### config.mk
export PLATFORM = sky130hd
export DESIGN_NAME = rbst_div
export DESIGN_NICKNAME = d
export VERILOG_FILES = /design/src/rtl/rbst_div.sv
export SDC_FILE = /design/constraint.sdc
export NUM_CORES = 2
export LEC_CHECK = 0
export BUFFER_PORTS_ARGS = -buffer_cell sky130_fd_sc_hd__buf_2
export CAP_MARGIN = 20
export CORE_UTILIZATION = 55
export CTS_BUF_LIST = sky130_fd_sc_hd__clkbuf_2 sky130_fd_sc_hd__clkbuf_4 sky130_fd_sc_hd__clkbuf_8
export DETAILED_ROUTE_END_ITERATION = 6
export GPL_TIMING_DRIVEN = 0
export PLACE_DENSITY = 0.79
export SLEW_MARGIN = 20
export SYNTH_ARGS = -nofsm -noshare
export SYNTH_HDL_FRONTEND = slang
export SYNTH_MEMORY_MAX_BITS = 65536
export SYNTH_SLANG_ARGS = --single-unit
### constraint.sdc
create_clock -name clock -period 4.6 [get_ports clock]
set_input_delay 0.46 -clock clock [delete_from_list [all_inputs] [get_ports clock]]
set_output_delay 0.46 -clock clock [all_outputs]
set_load 0.005 [all_outputs]
### src/rtl/rbst_div.sv
// Pipelined saturating fixed-point divider: key = sat(num * 2^F / den), one quotient
// bit per stage. Uses no package items; instantiated by rtl/ray_box_slab_test.sv.
module rbst_div #(
   parameter int CB = 32,
   parameter int F  = 16
) (
   input  logic                 clock,
   input  logic                 en,
   input  logic signed [CB+1:0] num,
   input  logic signed [CB-1:0] den,
   output logic signed [CB-1:0] key
);

   localparam int NW    = CB + 1;
   localparam int XW    = NW + F;
   localparam int HW    = F + 2;
   localparam int CW    = (HW > CB) ? HW : CB;
   localparam int STEPS = CB - 1;

   // Magnitude stage.
   logic [NW-1:0] nmag_a_ff;
   logic [CB-1:0] dmag_a_ff;
   logic          neg_a_ff;

   always_ff @(posedge clock) begin
      if (en) begin
         nmag_a_ff <= num[CB+1] ? NW'(-num) : NW'(num);
         dmag_a_ff <= den[CB-1] ? CB'(-den) : CB'(den);
         neg_a_ff  <= num[CB+1] ^ den[CB-1];
      end
   end

   // Step registers; entry 0 holds the overflow check and the initial remainder.
   logic [XW-1:0]    x_ff    [0:STEPS];
   logic [CB-1:0]    r_ff    [0:STEPS];
   logic [STEPS-1:0] q_ff    [0:STEPS];
   logic [CB-1:0]    dmag_ff [0:STEPS];
   logic             neg_ff  [0:STEPS];
   logic             ovf_ff  [0:STEPS];

   logic [XW-1:0] x_in;
   logic [HW-1:0] head_in;

   always_comb begin
      x_in    = XW'(nmag_a_ff) << F;
      head_in = x_in[XW-1:CB-1];
   end

   always_ff @(posedge clock) begin
      if (en) begin
         x_ff[0]    <= x_in;
         r_ff[0]    <= CB'(head_in);
         q_ff[0]    <= '0;
         dmag_ff[0] <= dmag_a_ff;
         neg_ff[0]  <= neg_a_ff;
         // The quotient saturates when it cannot fit below 2^(CB-1).
         ovf_ff[0]  <= CW'(head_in) >= CW'(dmag_a_ff);
      end
   end

   genvar j;
   generate
      for (j = 1; j <= STEPS; j++) begin : g_step
         logic [CB:0] t;
         logic        ge;
         always_comb begin
            t  = {r_ff[j-1], x_ff[j-1][STEPS-j]};
            ge = t >= {1'b0, dmag_ff[j-1]};
         end
         always_ff @(posedge clock) begin
            if (en) begin
               x_ff[j]    <= x_ff[j-1];
               r_ff[j]    <= ge ? CB'(t - {1'b0, dmag_ff[j-1]}) : CB'(t);
               q_ff[j]    <= {q_ff[j-1][STEPS-2:0], ge};
               dmag_ff[j] <= dmag_ff[j-1];
               neg_ff[j]  <= neg_ff[j-1];
               ovf_ff[j]  <= ovf_ff[j-1];
            end
         end
      end
   endgenerate

   // Sign and saturation.
   logic signed [CB-1:0] key_in;
   logic signed [CB-1:0] key_ff;

   always_comb begin
      if (neg_ff[STEPS]) begin
         key_in = ovf_ff[STEPS] ? {1'b1, {(CB-1){1'b0}}} : -$signed({1'b0, q_ff[STEPS]});
      end else begin
         key_in = ovf_ff[STEPS] ? {1'b0, {(CB-1){1'b1}}} : $signed({1'b0, q_ff[STEPS]});
      end
   end

   always_ff @(posedge clock) begin
      if (en) begin
         key_ff <= key_in;
      end
   end

   assign key = key_ff;

endmodule

==> results.cfg <==
[status]
status = finished, violations left
violations = DRC

[global_routing]
antenna_found_initial = 8
track_usage_pct = 24.2
grt_pass1_wl_um = 517000
grt_pass1_vias = 94400
overflow = 0
grt_max_degree = 155

[timing]
fin_skew_ps = 72.6
max_slew_margin_pct = 31.7
fmax_ghz = 0.222
slew_viol_final = 0
finalSetupViolCount = 0
fin_crit_ps = 4500
worst_slew_pin_slew_ps = 1010
hold_viol = 0
fin_crit_sh_pct = 97.8
whs_ps = 107
fin_ws_ps = 99.5

[critical_path]
critical_path_required_ps = 5420
path_cells = ha_1 -> and3_1 -> nor2b_1 -> nand3_1 -> or4_1 -> nor4_2 -> o21ai_1 -> a21oi_2 -> buf_2 -> mux2_2
path_max_fanout = 10
slowest_stage = nor4_2
critical-path-max-stage-delay_ps = 610
crit_type = reg2reg
critPathLaunchType = flip-flop
crit_path_end_kind = flip-flop
ff2ff_setup_slack_ps = 100
arrival_ps = 5320

[synth]
yosysUniqueCellTypes = 105
syn_area_um2 = 146000
ys_top_cells_by_area = edfxtp_1, ha_1, a21oi_1, inv_1, xnor2_1
ys_async_sr_fraction_pct = 0
synth_top_area_cell = edfxtp_1
synth.avg_cell_area_um2 = 11.7
ys_top_cells_by_count = edfxtp_1, inv_1, ha_1, a21oi_1, nand2_1
synth_seq_cells = 2748
synth_edf_count = 2748
synth_ff_type = edfxtp_1
ys_seq_area_share_pct = 56.4
yosysMostFrequentCell = edfxtp_1
yosys_warnings = 0
synthDominantCellAreaShare_pct = 56.4
syn_inst = 12500
syn-num-nets = 13600

[power_and_ir_drop]
p_leak_nw = 65.9
p_per_area_nw_per_um2 = 684
peakVddDrop_mv = 0.388

[cts]
insertion_delay_ps = 1110
cts_root_buffer = clkbuf_8
htree_levels = 5
cts.path.max_buffers = 4
path_clk_slew_ps = 70
clkSinkCount = 2748
cts_tree = built
numCtsBuffers = 446

[place]
place_ws_ps = -466
portBuffers = 98
dp_hpwl_um = 246000
place_area_um2 = 152000
place.gp.congestion = 0.935

[route]
postRouteWirelength_um = 333000
dr.pass1.iters = 7
postRouteAntennaNets = 0
wl_per_cell_um = 19.5
drt_iter0_markers = 8797
drc = 1
vias_per_cell = 5.75
vias = 98100

[final_layout]
fin_nets = 14300
final_util_pct = 61.6
area_growth_pct = 11.1
final_area_um2 = 162000
layout-drive-gt1-share_pct = 9.58

[floorplanning]
start_util_pct = 55.5
core_area_um2 = 263000
pin_count = 100
fp.dieW_um = 518
die_area_um2 = 268000
rows = 188
die_y_um = 518

[worst_hold_path]
min-delay-path-class = in2reg

[job]
drv_cap = 0
worst paths after layout:
check,endpoint,startpoint,depth (start not counted)
setup / recovery,r_ff[4][92]$_DFFE_PP_,r_ff[4][47]$_DFFE_PP_,10
hold / removal,dmag_a_ff[0]$_DFFE_PP_,den[0],2
setup reg to reg,r_ff[4][92]$_DFFE_PP_,r_ff[4][47]$_DFFE_PP_,10
hold reg to reg,neg_ff[0][7]$_DFFE_PP_,neg_ff[0][6]$_DFFE_PP_,0
state kept, by name, indices dropped and copies added, names as in the netlist:
| register | cells |
|---|---|
| q_ff | 496 |
| x_ff | 120 |
| ovf_ff | 32 |
| neg_a_ff | 1 |
| key | 32 |
| nmag_a_ff | 33 |
| r_ff | 978 |
| neg_ff | 32 |
| dmag_ff | 992 |
| dmag_a_ff | 32 |
critical path, delay by kind of cell, from the launching register on:
kind | cells | cell delay, ps
adder cells (fa/ha/maj) | 1 | 420
buffers and inverters | 1 | 500
AND/OR/NAND/NOR | 5 | 1770
AO/OA/AOI/OAI | 2 | 700
multiplexers | 1 | 390
flip-flops | 1 | 420
per-stage QoR:
stage                     instances  power (W)  setup TNS (ps)
after floorplan               12500     0.0750               0
after global routing          17100      0.118           -33.0
after detailed placement      16100     0.0882          -69860
after CTS                     17100      0.111               0
final                         17100      0.111               0
after global placement        16100     0.0897               -
routing by layer:
| metal | up-vias | part of all wire (%) | GRT usage, % |
|---|---|---|---|
| li1 | 47400 | - | - |
| met5 | - | 0.0081 | 0 |
| met4 | 4 | 3.1 | 8.14 |
| met1 | 47000 | 44 | 32.7 |
| met2 | 3069 | 47 | 40.0 |
| met3 | 653 | 6.2 | 3.40 |
cells in the final DEF, fill, tap and decap left out, types with 30 or more instances in the layout:
master	instances
nor2b_1	139
and3_1	64
xnor2_1	512
clkbuf_4	106
mux2_2	278
o21bai_1	128
or3_1	48
nor2_1	669
ha_1	999
nand3_1	184
nor3_1	124
o31ai_1	79
dlygate4sd3_1	117
inv_1	1240
o21ai_0	869
o31a_1	43
nand4_1	154
clkbuf_1	212
clkbuf_8	449
a31oi_1	100
a41oi_1	31
o21a_1	135
nand2_1	924
bufinv_16	37
edfxtp_1	2748
and2_1	41
a211oi_1	69
clkinv_1	125
and4_1	38
o21ai_1	31
nor4_1	40
o211ai_1	36
a21o_1	519
clkinv_2	67
xor2_1	359
buf_2	154
a21oi_1	959
nand2b_1	137
fa_1	30
logic make-up after synthesis:
| group | synth area share [%] |
|---|---|
| mux | 2.59 |
| fa+ha+maj | 8.96 |
| buf+inv | 4.06 |
| xor+xnor | 5.22 |
| compound gates | 14.2 |
| simple gates | 8.56 |
| flops | 56.4 |
layout make-up:
type	count	area [um^2]
buffer	301	1290
multi-input combinational	8209	57900
clock buffer	555	6980
tap	3515	4400
timing repair buffer	240	2330
fill	20700	101000
clock inverter	262	2330
inverter	1241	4660
sequential	2748	82500
antenna	3	7.51
where the power goes:
| part | internal [W] | switching [W] |
|---|---|---|
| Sequential | 0.0362 | 0.00377 |
| Combinational | 0.0207 | 0.0283 |
| Clock | 0.0122 | 0.0100 |
timing repair:
item | CTS | global route
pin swaps | 0 | 2
hold buffers | 117 | 0
endpoints found under the setup margin | 49 | 398
setup buffers | 0 | 2
gates resized for setup | 7 | 40
cloned | 0 | 1
hold endpoints to repair | 112 | 0
No activity file was read; power rests on OpenSTA's default activity.
